<file path="src/rtl/rdc_pkg.sv">
`timescale 1ns / 1ps
// ----------------------------------------------------------------------------
// rdc_pkg
// shared constants, types and helpers for the radix digit converter
// ----------------------------------------------------------------------------
package rdc_pkg;

  localparam int VALUE_WIDTH_DEF = 64;
  localparam int IN_VALUE_W      = 64;
  localparam int IN_RADIX_W      = 8;
  localparam int DIGIT_W         = 6;
  localparam int CHAR_W          = 7;

  localparam logic [IN_RADIX_W-1:0] BASE_MIN     = 8'd2;
  localparam logic [IN_RADIX_W-1:0] BASE_MAX     = 8'd36;
  localparam logic [DIGIT_W-1:0]    BASE_DEFAULT = 6'd10;
  localparam logic [DIGIT_W-1:0]    DIGIT_TEN    = 6'd10;
  localparam logic [CHAR_W-1:0]     CHAR_ZERO    = 7'd48;
  localparam logic [CHAR_W-1:0]     CHAR_ALPHA   = 7'd55;

  typedef struct packed {
    logic load;
    logic div_step;
    logic store;
    logic rd_req;
  } rdc_cmd_t;

  typedef struct packed {
    logic div_done;
    logic q_zero;
    logic store_last;
    logic cnt_zero;
  } rdc_sts_t;

  function automatic logic [CHAR_W-1:0] to_ascii(input logic [DIGIT_W-1:0] d);
    logic [CHAR_W-1:0] dx;
    dx = {1'b0, d};
    if (d < DIGIT_TEN) begin
      to_ascii = CHAR_ZERO + dx;
    end else begin
      to_ascii = CHAR_ALPHA + dx;
    end
  endfunction

  function automatic logic [DIGIT_W-1:0] pick_base(input logic [IN_RADIX_W-1:0] r);
    if (r < BASE_MIN || r > BASE_MAX) begin
      pick_base = BASE_DEFAULT;
    end else begin
      pick_base = r[DIGIT_W-1:0];
    end
  endfunction

endpackage

</file>
<file path="src/rtl/rdc_ctrl.sv">
`timescale 1ns / 1ps
// ----------------------------------------------------------------------------
// rdc_ctrl
// sequencer: load, bit-serial divide, digit store, most significant first emit
// ----------------------------------------------------------------------------
module rdc_ctrl
  import rdc_pkg::*;
(
  input  logic     clk,
  input  logic     rst_n,
  input  logic     start,
  input  rdc_sts_t sts,
  output rdc_cmd_t cmd,
  output logic     busy,
  output logic     out_valid
);

  typedef enum logic [2:0] {
    ST_IDLE,
    ST_DIV,
    ST_STORE,
    ST_RD,
    ST_EMIT
  } state_t;

  state_t state_r, state_nxt;

  always_comb begin
    state_nxt    = state_r;
    cmd          = '0;
    unique case (state_r)
      ST_IDLE: begin
        if (start) begin
          cmd.load  = 1'b1;
          state_nxt = ST_DIV;
        end
      end
      ST_DIV: begin
        cmd.div_step = 1'b1;
        if (sts.div_done) begin
          state_nxt = ST_STORE;
        end
      end
      ST_STORE: begin
        cmd.store = 1'b1;
        if (sts.q_zero || sts.store_last) begin
          state_nxt = ST_RD;
        end else begin
          state_nxt = ST_DIV;
        end
      end
      ST_RD: begin
        cmd.rd_req = 1'b1;
        state_nxt  = ST_EMIT;
      end
      ST_EMIT: begin
        if (sts.cnt_zero) begin
          state_nxt = ST_IDLE;
        end else begin
          state_nxt = ST_RD;
        end
      end
      default: state_nxt = ST_IDLE;
    endcase
  end

  always_ff @(posedge clk) begin
    if (!rst_n) begin
      state_r <= ST_IDLE;
    end else begin
      state_r <= state_nxt;
    end
  end

  assign busy      = (state_r != ST_IDLE);
  assign out_valid = (state_r == ST_EMIT);

endmodule

</file>
<file path="src/rtl/rdc_datapath.sv">
`timescale 1ns / 1ps
// ----------------------------------------------------------------------------
// rdc_datapath
// restoring divider one bit per cycle, digit memory and character encode
// ----------------------------------------------------------------------------
module rdc_datapath
  import rdc_pkg::*;
#(
  parameter int VALUE_WIDTH = VALUE_WIDTH_DEF
) (
  input  logic                  clk,
  input  logic                  rst_n,
  input  rdc_cmd_t              cmd,
  input  logic [IN_VALUE_W-1:0] in_value,
  input  logic [IN_RADIX_W-1:0] in_radix,
  output rdc_sts_t              sts,
  output logic [CHAR_W-1:0]     out_digit_char
);

  localparam int DEPTH = VALUE_WIDTH;
  localparam int CNT_W = $clog2(DEPTH + 1);
  localparam int IDX_W = $clog2(DEPTH);
  localparam int BIT_W = $clog2(VALUE_WIDTH);
  localparam logic [CNT_W-1:0] CNT_LAST = CNT_W'(DEPTH - 1);
  localparam logic [BIT_W-1:0] BIT_LAST = BIT_W'(VALUE_WIDTH - 1);

  logic [VALUE_WIDTH-1:0] quo_r;
  logic [DIGIT_W-1:0]     rem_r;
  logic [DIGIT_W-1:0]     base_r;
  logic [BIT_W-1:0]       bit_r;
  logic [CNT_W-1:0]       cnt_r;
  logic [DIGIT_W-1:0]     rd_data_r;
  logic [DIGIT_W-1:0]     mem [DEPTH];

  logic [DIGIT_W:0]       rem_sh;
  logic [DIGIT_W:0]       rem_sub;
  logic                   ge;
  logic [CNT_W-1:0]       cnt_dec;

  assign rem_sh  = {rem_r, quo_r[VALUE_WIDTH-1]};
  assign ge      = (rem_sh >= {1'b0, base_r});
  assign rem_sub = rem_sh - {1'b0, base_r};
  assign cnt_dec = cnt_r - CNT_W'(1);

  // divider and quotient
  always_ff @(posedge clk) begin
    if (cmd.load) begin
      quo_r  <= in_value[VALUE_WIDTH-1:0];
      base_r <= pick_base(in_radix);
      rem_r  <= '0;
    end else if (cmd.div_step) begin
      quo_r <= {quo_r[VALUE_WIDTH-2:0], ge};
      rem_r <= ge ? rem_sub[DIGIT_W-1:0] : rem_sh[DIGIT_W-1:0];
    end else if (cmd.store) begin
      rem_r <= '0;
    end
  end

  // control counters
  always_ff @(posedge clk) begin
    if (!rst_n) begin
      bit_r <= '0;
      cnt_r <= '0;
    end else begin
      if (cmd.load || cmd.store) begin
        bit_r <= '0;
      end else if (cmd.div_step) begin
        bit_r <= bit_r + BIT_W'(1);
      end
      if (cmd.load) begin
        cnt_r <= '0;
      end else if (cmd.store) begin
        cnt_r <= cnt_r + CNT_W'(1);
      end else if (cmd.rd_req) begin
        cnt_r <= cnt_dec;
      end
    end
  end

  // digit memory
  always_ff @(posedge clk) begin
    if (cmd.store) begin
      mem[cnt_r[IDX_W-1:0]] <= rem_r;
    end
    if (cmd.rd_req) begin
      rd_data_r <= mem[cnt_dec[IDX_W-1:0]];
    end
  end

  assign sts.div_done   = (bit_r == BIT_LAST);
  assign sts.q_zero     = (quo_r == '0);
  assign sts.store_last = (cnt_r == CNT_LAST);
  assign sts.cnt_zero   = (cnt_r == '0);

  assign out_digit_char = to_ascii(rd_data_r);

endmodule

</file>
<file path="src/rtl/radix_digit_converter_top.sv">
`timescale 1ns / 1ps
// ----------------------------------------------------------------------------
// radix_digit_converter_top
// unsigned integer to ascii digits in base 2..36, most significant digit first
// ----------------------------------------------------------------------------
// each digit is found by bit-serial division in the one-bit-per-cycle restoring
// divider and then stored; once all digits are stored, each is emitted through
// a registered read, most significant first; one transaction at a time
// results leave as one-cycle strobes, the receiver cannot stall
// synchronous reset clears the controller and counters, digit memory is not cleared
module radix_digit_converter_top
  import rdc_pkg::*;
#(
  parameter int VALUE_WIDTH = VALUE_WIDTH_DEF
) (
  input  logic                  clk,
  input  logic                  rst_n,
  input  logic                  start,
  output logic                  busy,
  input  logic [IN_VALUE_W-1:0] in_value,
  input  logic [IN_RADIX_W-1:0] in_radix,
  output logic                  out_valid,
  output logic [CHAR_W-1:0]     out_digit_char,
  output logic                  out_last_digit
);

  rdc_cmd_t cmd;
  rdc_sts_t sts;

  rdc_ctrl u_ctrl (
    .clk       (clk),
    .rst_n     (rst_n),
    .start     (start),
    .sts       (sts),
    .cmd       (cmd),
    .busy      (busy),
    .out_valid (out_valid)
  );

  rdc_datapath #(
    .VALUE_WIDTH (VALUE_WIDTH)
  ) u_dp (
    .clk            (clk),
    .rst_n          (rst_n),
    .cmd            (cmd),
    .in_value       (in_value),
    .in_radix       (in_radix),
    .sts            (sts),
    .out_digit_char (out_digit_char)
  );

  assign out_last_digit = out_valid & sts.cnt_zero;

  a_accept_busy: assert property (@(posedge clk) disable iff (!rst_n)
    start && !busy |=> busy)
    else $error("busy not raised after accepted transaction");

  a_strobe_gap: assert property (@(posedge clk) disable iff (!rst_n)
    out_valid |=> !out_valid)
    else $error("back to back result strobes");

  a_last_idle: assert property (@(posedge clk) disable iff (!rst_n)
    out_valid && out_last_digit |=> !busy)
    else $error("not idle after last digit");

  a_store_not_emit: assert property (@(posedge clk) disable iff (!rst_n)
    cmd.store |-> !out_valid && !cmd.div_step)
    else $error("store overlaps divide or emit");

endmodule
</file>
<file path="config.mk">
export PLATFORM = sky130hd
export DESIGN_NAME = radix_digit_converter_top
export DESIGN_NICKNAME = d
export VERILOG_FILES = /design/src/rtl/rdc_pkg.sv /design/src/rtl/rdc_ctrl.sv /design/src/rtl/rdc_datapath.sv /design/src/rtl/radix_digit_converter_top.sv
export SDC_FILE = /design/constraint.sdc
export NUM_CORES = 1
export LEC_CHECK = 0
export BUFFER_PORTS_ARGS = -buffer_cell sky130_fd_sc_hd__buf_2
export CORE_ASPECT_RATIO = 0.75
export CORE_UTILIZATION = 32
export DETAILED_ROUTE_END_ITERATION = 7
export RECOVER_POWER = 100
export SLEW_MARGIN = 0
export SYNTH_ARGS = -nofsm -noshare
export SYNTH_HDL_FRONTEND = slang
export SYNTH_SLANG_ARGS = --single-unit
</file>
<file path="constraint.sdc">
create_clock -name clk -period 7.7 [get_ports clk]
set_input_delay 0.385 -clock clk [delete_from_list [all_inputs] [get_ports clk]]
set_output_delay 0.385 -clock clk [all_outputs]
set_load 0.01 [all_outputs]
</file>
==> results of run 1 <==
==> cells by family (layout without fill, tap and decap cells) <==
| kind of cell | count (synthesis) | count (layout) | synth area share, % |
|---|---|---|---|
| flip-flops | 482 | 482 | 72.1 |
| buffers and inverters | 73 | 207 | 1.76 |
| AND/OR/NAND/NOR | 198 | 198 | 4.62 |
| other | 0 | 4 | 0 |
| XOR/XNOR | 21 | 21 | 0.930 |
| AO/OA/AOI/OAI | 67 | 67 | 2.23 |
| multiplexers | 187 | 187 | 17.5 |
| adder cells (fa/ha/maj) | 14 | 14 | 0.924 |
==> power groups by stage <==
stage	clock network [mW]	logic, mW	registers [mW]
global route	2.42	0.621	3.23
CTS	2.33	0.579	3.19
global placement	0	0.559	3.24
floorplan	0	0.278	3.32
finish	2.28	0.564	3.22
detailed placement	0	0.577	3.24
==> synthesized netlist by cell type, types with 7 or more instances <==
master	number	area (µm²)
clkbuf_1	22	82.6
nand3_1	7	35.0
nand2_1	37	139
ha_1	13	163
xnor2_1	13	114
buf_2	16	80.1
nor3_1	8	40.0
nor4_1	18	113
mux4_2	120	2700
dfxtp_1	22	440
xor2_1	8	70.1
inv_1	22	82.6
edfxtp_1	460	13800
mux2_2	65	732
o21ai_0	13	65.1
nand4_1	7	43.8
a22oi_1	12	90.1
a21oi_1	14	70.1
nor2_1	94	353
==> flip-flops by register name (all words and copies together) (netlist names) <==
| signal | flops |
|---|---|
| u_dp.bit_r | 6 |
| u_dp.mem | 384 |
| u_dp.cnt_r | 7 |
| u_dp.rem_r | 6 |
| u_dp.quo_r | 64 |
| u_dp.rd_data_r | 6 |
| u_ctrl.state_r | 3 |
| u_dp.base_r | 6 |
==> through the flow <==
step,hold slack (ns),instance area (µm²),std cells
after floorplan,0.454,19800,1042
after global placement,0.468,21100,1888
after detailed placement,0.476,21100,1888
after CTS,0.0546,22600,1976
after global routing,0.0895,22500,1977
final,0.0887,22500,1980
==> routing by layer <==
| layer | track usage (%) | wire length [µm] | vias up |
|---|---|---|---|
| li1 | - | - | 4436 |
| met1 | 21.3 | 20500 | 5257 |
| met2 | 20.1 | 18900 | 400 |
| met3 | 3.75 | 3850 | 59 |
| met4 | 2.81 | 654 | 2 |
| met5 | 0 | 8 | - |
==> how the worst max path moves through the flow <==
stage,from,endpoint,slack (ns),cells after the start
2_1_floorplan,u_ctrl.state_r[2]$_SDFFE_PN0P_,u_dp.quo_r[0]$_DFFE_PP_,1.68,3
3_3_place_gp,u_dp.cnt_r[0]$_SDFFE_PP0P_,u_dp.rd_data_r[0]$_DFFE_PP_,3.64,6
3_5_place_dp,u_dp.cnt_r[0]$_SDFFE_PP0P_,u_dp.rd_data_r[0]$_DFFE_PP_,3.61,6
4_1_cts,u_dp.cnt_r[0]$_SDFFE_PP0P_,u_dp.rd_data_r[0]$_DFFE_PP_,3.57,6
5_1_grt,u_dp.cnt_r[0]$_SDFFE_PP0P_,u_dp.rd_data_r[0]$_DFFE_PP_,1.86,6
6_report,u_dp.cnt_r[0]$_SDFFE_PP0P_,u_dp.rd_data_r[0]$_DFFE_PP_,2.47,6
==> area by class of cell <==
| type | count | area, µm² |
|---|---|---|
| diodes | 4 | 10.0 |
| clock buffers | 55 | 1230 |
| clock inverters | 33 | 293 |
| fillers | 5556 | 38300 |
| inverters | 22 | 82.6 |
| multi-input cells | 487 | 5200 |
| flip-flops and latches | 482 | 14300 |
| well taps | 800 | 1000 |
| repair buffers | 97 | 472 |
==> critical path, cell delays in order (launching register included) <==
cell and delay [ns]:
dfxtp_1 1.15, buf_4 0.77, clkbuf_2 1.37, mux4_2 0.67
mux4_2 0.47, a22oi_1 0.33, nand2_1 0.09
==> impl_metrics.toml, run 1 <==
[status]
status = "finished, violations left"
violations = "capacitance limit, slew limit"

[worst_setup_path]
worstPathRequired_ns = 8.00
critical_path_peak_fanout = 45
worstPathArrival_ns = 5.53
r2r_end = "u_dp.rd_data_r[0]$_DFFE_PP_"
r2r-start = "u_dp.cnt_r[0]$_SDFFE_PP0P_"
cp-start-kind = "flop"
r2r_slack_ns = 2.47
critical_path_class = "reg -> reg"
worstSetupEndpointType = "flop"
reg2reg_depth = 6

[min_path]
holdPathEnd = "u_ctrl.state_r[1]$_SDFFE_PN0P_"
hp-class = "in -> reg"
worstHoldPathCells = 3
hp-start = "rst_n"

[cts]
cts_resized = 0
cts.sink_count = 482
cts_buffers = 47
postCtsSetupRepairBufs = 0
clock_path_buffers = 3
cts_root_buf = "clkbuf_16"
hold_buffers = 0
cts_tree = "built"
clk_latency_ns = 0.57
htree_num_levels = 2
path_clk_slew_ns = 0.06

[logic_synthesis]
synth_area_mm2 = 0.0198
ys_seq_area_share_pct = 72.1
synthesis.nets = 1131
yosysWarningCount = 0
synth_edf_count = 460
ys_seq_elements = 482
postSynthCellCount = 1042
syn_avg_cell_area_um2 = 19.0
async_flop_share_pct = 0
yosysUniqueCellTypes = 54
ys.flop_type = "edfxtp_1"

[sta]
layout_setup_ws_ns = 2.47
skew_ns = 0.0303
hold_viol = 0
setup_viol = 0
slew_headroom_pct = -132
slew_violations = 570
rsz0062_at_grt = "no"
finalCriticalPeriod_ns = 5.24
period_share_pct = 68.0
fmax_ghz = 0.191
setup_tns_ns = 0
worst_slew_pin_slew_ns = 3.47

[detailed_routing]
ant_nets = 0
drt_iter0_drc = 987
drc = 0
routed_wl_um = 43900
drt-pass1-iter-count = 5
wl_per_cell_um = 22.2
detail_route.vias_per_cell = 5.13
num_vias = 10200

[power_and_ir_drop]
power.total_mw = 6.06
power.share.clock_pct = 37.6
power.density_mw_per_mm2 = 269
cellInternalPower_mw = 4.67
p_sw_mw = 1.40
p_seq_share_pct = 53.1
vdd_drop_max_mv = 0.146
netSwitchingFraction_pct = 23.0
p_leak_nw = 7.07
p_comb_share_pct = 9.3

[global_routing]
grt_pass1_wl_um = 65700
grt_start_max_net_pins = 68
grt-ovfl-total = 0
grt_pass1_vias = 10200
grtUsageTotal_pct = 14.1
antenna_found_initial = 4

[floorplanning]
die_w_um = 289
die_h_um = 217
rows = 78
core-area_mm2 = 0.0608
io_pins = 85
start_util_pct = 32.5
dieArea_mm2 = 0.0628

[cells_and_area]
nNetsFinal = 1226
areaGrowthSynthToFinish_pct = 13.9
most-common-layout-cells = "edfxtp_1, mux4_2, nor2_1, buf_2, mux2_2"
final_util_pct = 37.1
final_common_cell = "edfxtp_1"
drive_gt1_share_pct = 28.4

[placement]
gp_congestion = 0.821
place_ws_ns = 3.61
io_buffer_count = 84
place_hpwl_um = 28100

[flow_run]
drv_cap = 9
(Power assumes the default switching activity.)
==> inputs of run 2 (changes only) <==
==> constraint.sdc (replaced) <==
create_clock -name clk -period 4.4 [get_ports clk]
set_input_delay 0.22 -clock clk [delete_from_list [all_inputs] [get_ports clk]]
set_output_delay 0.22 -clock clk [all_outputs]
set_load 0.01 [all_outputs]
==> run 2 against run 1 <==
- the flow still finishes with violations (capacitance limit, slew limit)
- combinational power up 83%
- sequential power increased by 75%
- largest cell class unchanged
- setup slack got worse by 1.6 ns
- clock skew is 0.0062 ns lower
- largest power group unchanged
- register-to-register slack got worse by 1.6 ns
- clock power is 59% higher
- routed wire length barely moved
==> impl_metrics.toml, run 2 (same netlist as run 1, synthesis figures left out) <==
[cells_and_area]
n_antenna_cell = 0
largest_reg_flops = 384
nNetsFinal = 1300
most-common-layout-cells = "edfxtp_1, mux4_2, nor2_1, buf_2, dlygate4sd3_1"
fillers = 5515
areaGrowthSynthToFinish_pct = 16.8
drive_gt1_share_pct = 27.0
final_common_cell = "edfxtp_1"
final_util_pct = 38.0

[sta]
slew_headroom_pct = -101
layout_setup_ws_ns = 0.885
worst_slew_pin_slew_ns = 3.02
setup_tns_ns = 0
rsz0062_at_grt = "no"
skew_ns = 0.0241
hold_viol = 0
slew_violations = 355
period_share_pct = 79.9
fmax_ghz = 0.285
finalCriticalPeriod_ns = 3.51
whs_ns = 0.0951
setup_viol = 0

[worst_setup_path]
worstPathArrival_ns = 3.81
critical_path_class = "reg -> reg"
r2r-start = "u_ctrl.state_r[0]$_SDFFE_PN0P_"
worstSetupEndpointType = "flop"
cpPeakStageDelay_ns = 1.05
r2r_slack_ns = 0.89
path_buf_inv = 1
reg2reg_depth = 4
cp_cell_sequence = "or3_1, nor2_1, clkbuf_2, mux2_2"
critical_path_peak_fanout = 29
critical-path-slowest-cell = "nor2_1"
worstPathRequired_ns = 4.70
cp.depth = 4
cp-start-kind = "flop"
crit_start = "u_ctrl.state_r[0]$_SDFFE_PN0P_"
crit_family = "simple AND/OR/NAND/NOR gates"

[min_path]
worstHoldPathCells = 4
hp-class = "in -> reg"
hp-start = "in_radix[6]"

[global_routing]
antenna_found_initial = 0
grt_pass1_vias = 10500
grtUsageTotal_pct = 14.2
grt_start_max_net_pins = 91
grt-ovfl-total = 0
grt_pass1_wl_um = 66300

[status]
status = "finished, violations left"
violations = "capacitance limit, slew limit"

[cts]
cts_buffers = 46
path_clk_slew_ns = 0.06
cts_tree = "built"
cts.sink_count = 482
cts_root_buf = "clkbuf_16"
htree_num_levels = 2
cts_resized = 0
clk_latency_ns = 0.57
clock_path_buffers = 3

[detailed_routing]
ant_nets = 0
num_vias = 10100
drt-pass1-iter-count = 5
detail_route.vias_per_cell = 4.97
routed_wl_um = 43900
drc = 0
wl_per_cell_um = 21.5
drt_iter0_drc = 1063

[power_and_ir_drop]
power.total_mw = 10.3
p_leak_nw = 7.31
vdd_drop_max_mv = 0.252
power.density_mw_per_mm2 = 444

[floorplanning]
core-area_mm2 = 0.0608
io_pins = 85
dieArea_mm2 = 0.0628
start_util_pct = 32.5
die_w_um = 289
rows = 78
die_h_um = 217

[flow_run]
drv_cap = 6

[placement]
io_buffer_count = 84
place_hpwl_um = 26700
gp_congestion = 0.774
place_ws_ns = 1.10
-- run 2: cell count changes in the layout (fill, tap and decap cells not counted), sizes merged --
| cell | change |
|---|---|
| inv | +1 |
| bufinv | -5 |
| clkbuf | +12 |
| clkinv | -16 |
| diode | -4 |
| dlygate4sd3 | +71 |
| buf | +5 |
| clkinvlp | -2 |
-- run 2: per-layer routing --
layer	global-route usage (%)	up-vias	part of all wire [%]
met5	0	-	0
met4	2.49	0	1.2
met3	3.50	47	8.4
met2	21.0	348	45
met1	21.1	5192	46
li1	-	4554	-
-- run 2: final timing paths --
kind                             endpoint
max              u_dp.quo_r[55]$_DFFE_PP_
min          u_dp.base_r[1]$_SDFFCE_PP1P_
max reg2reg      u_dp.quo_r[55]$_DFFE_PP_
min reg2reg    u_dp.bit_r[1]$_SDFFE_PP0P_
-- run 2: repair_timing --
item / CTS / global route
hold endpoints to repair: 73 / 0
setup buffers: 0 / 0
hold buffers: 71 / 0
-- run 2: per-stage QoR --
stage               cell area (µm²)  std cells
finish                        23100       2042
global route                  23100       2042
CTS                           23200       2042
detailed placement            21100       1892
global placement              21100       1892
floorplan                     19800       1042
-- run 2: power breakdown --
| group | internal, mW | total [mW] | switching [mW] | leakage (nW) |
|---|---|---|---|---|
| clock network | 1.99 | 3.62 | 1.64 | 0.653 |
| logic | 0.365 | 1.03 | 0.661 | 2.17 |
| registers | 5.53 | 5.62 | 0.0839 | 4.48 |
-- run 2: worst reg2reg max path: cells and delay by family, from the launching register on --
kind | cells | cell delay [ns]
muxes | 1 | 0.43
DFF | 1 | 0.52
and+or+nand+nor | 2 | 1.55
buffers and inverters | 1 | 0.75
-- run 2: final cells by class --
cell class / instances / area, µm² / area share, %
Clock inverter: 11 / 71.3 / 0.309
Sequential cell: 482 / 14300 / 61.7
Timing Repair Buffer: 172 / 1240 / 5.37
Tap cell: 800 / 1000 / 4.33
Multi-Input combinational cell: 487 / 5190 / 22.5
Clock buffer: 68 / 1260 / 5.47
Inverter: 22 / 82.6 / 0.357
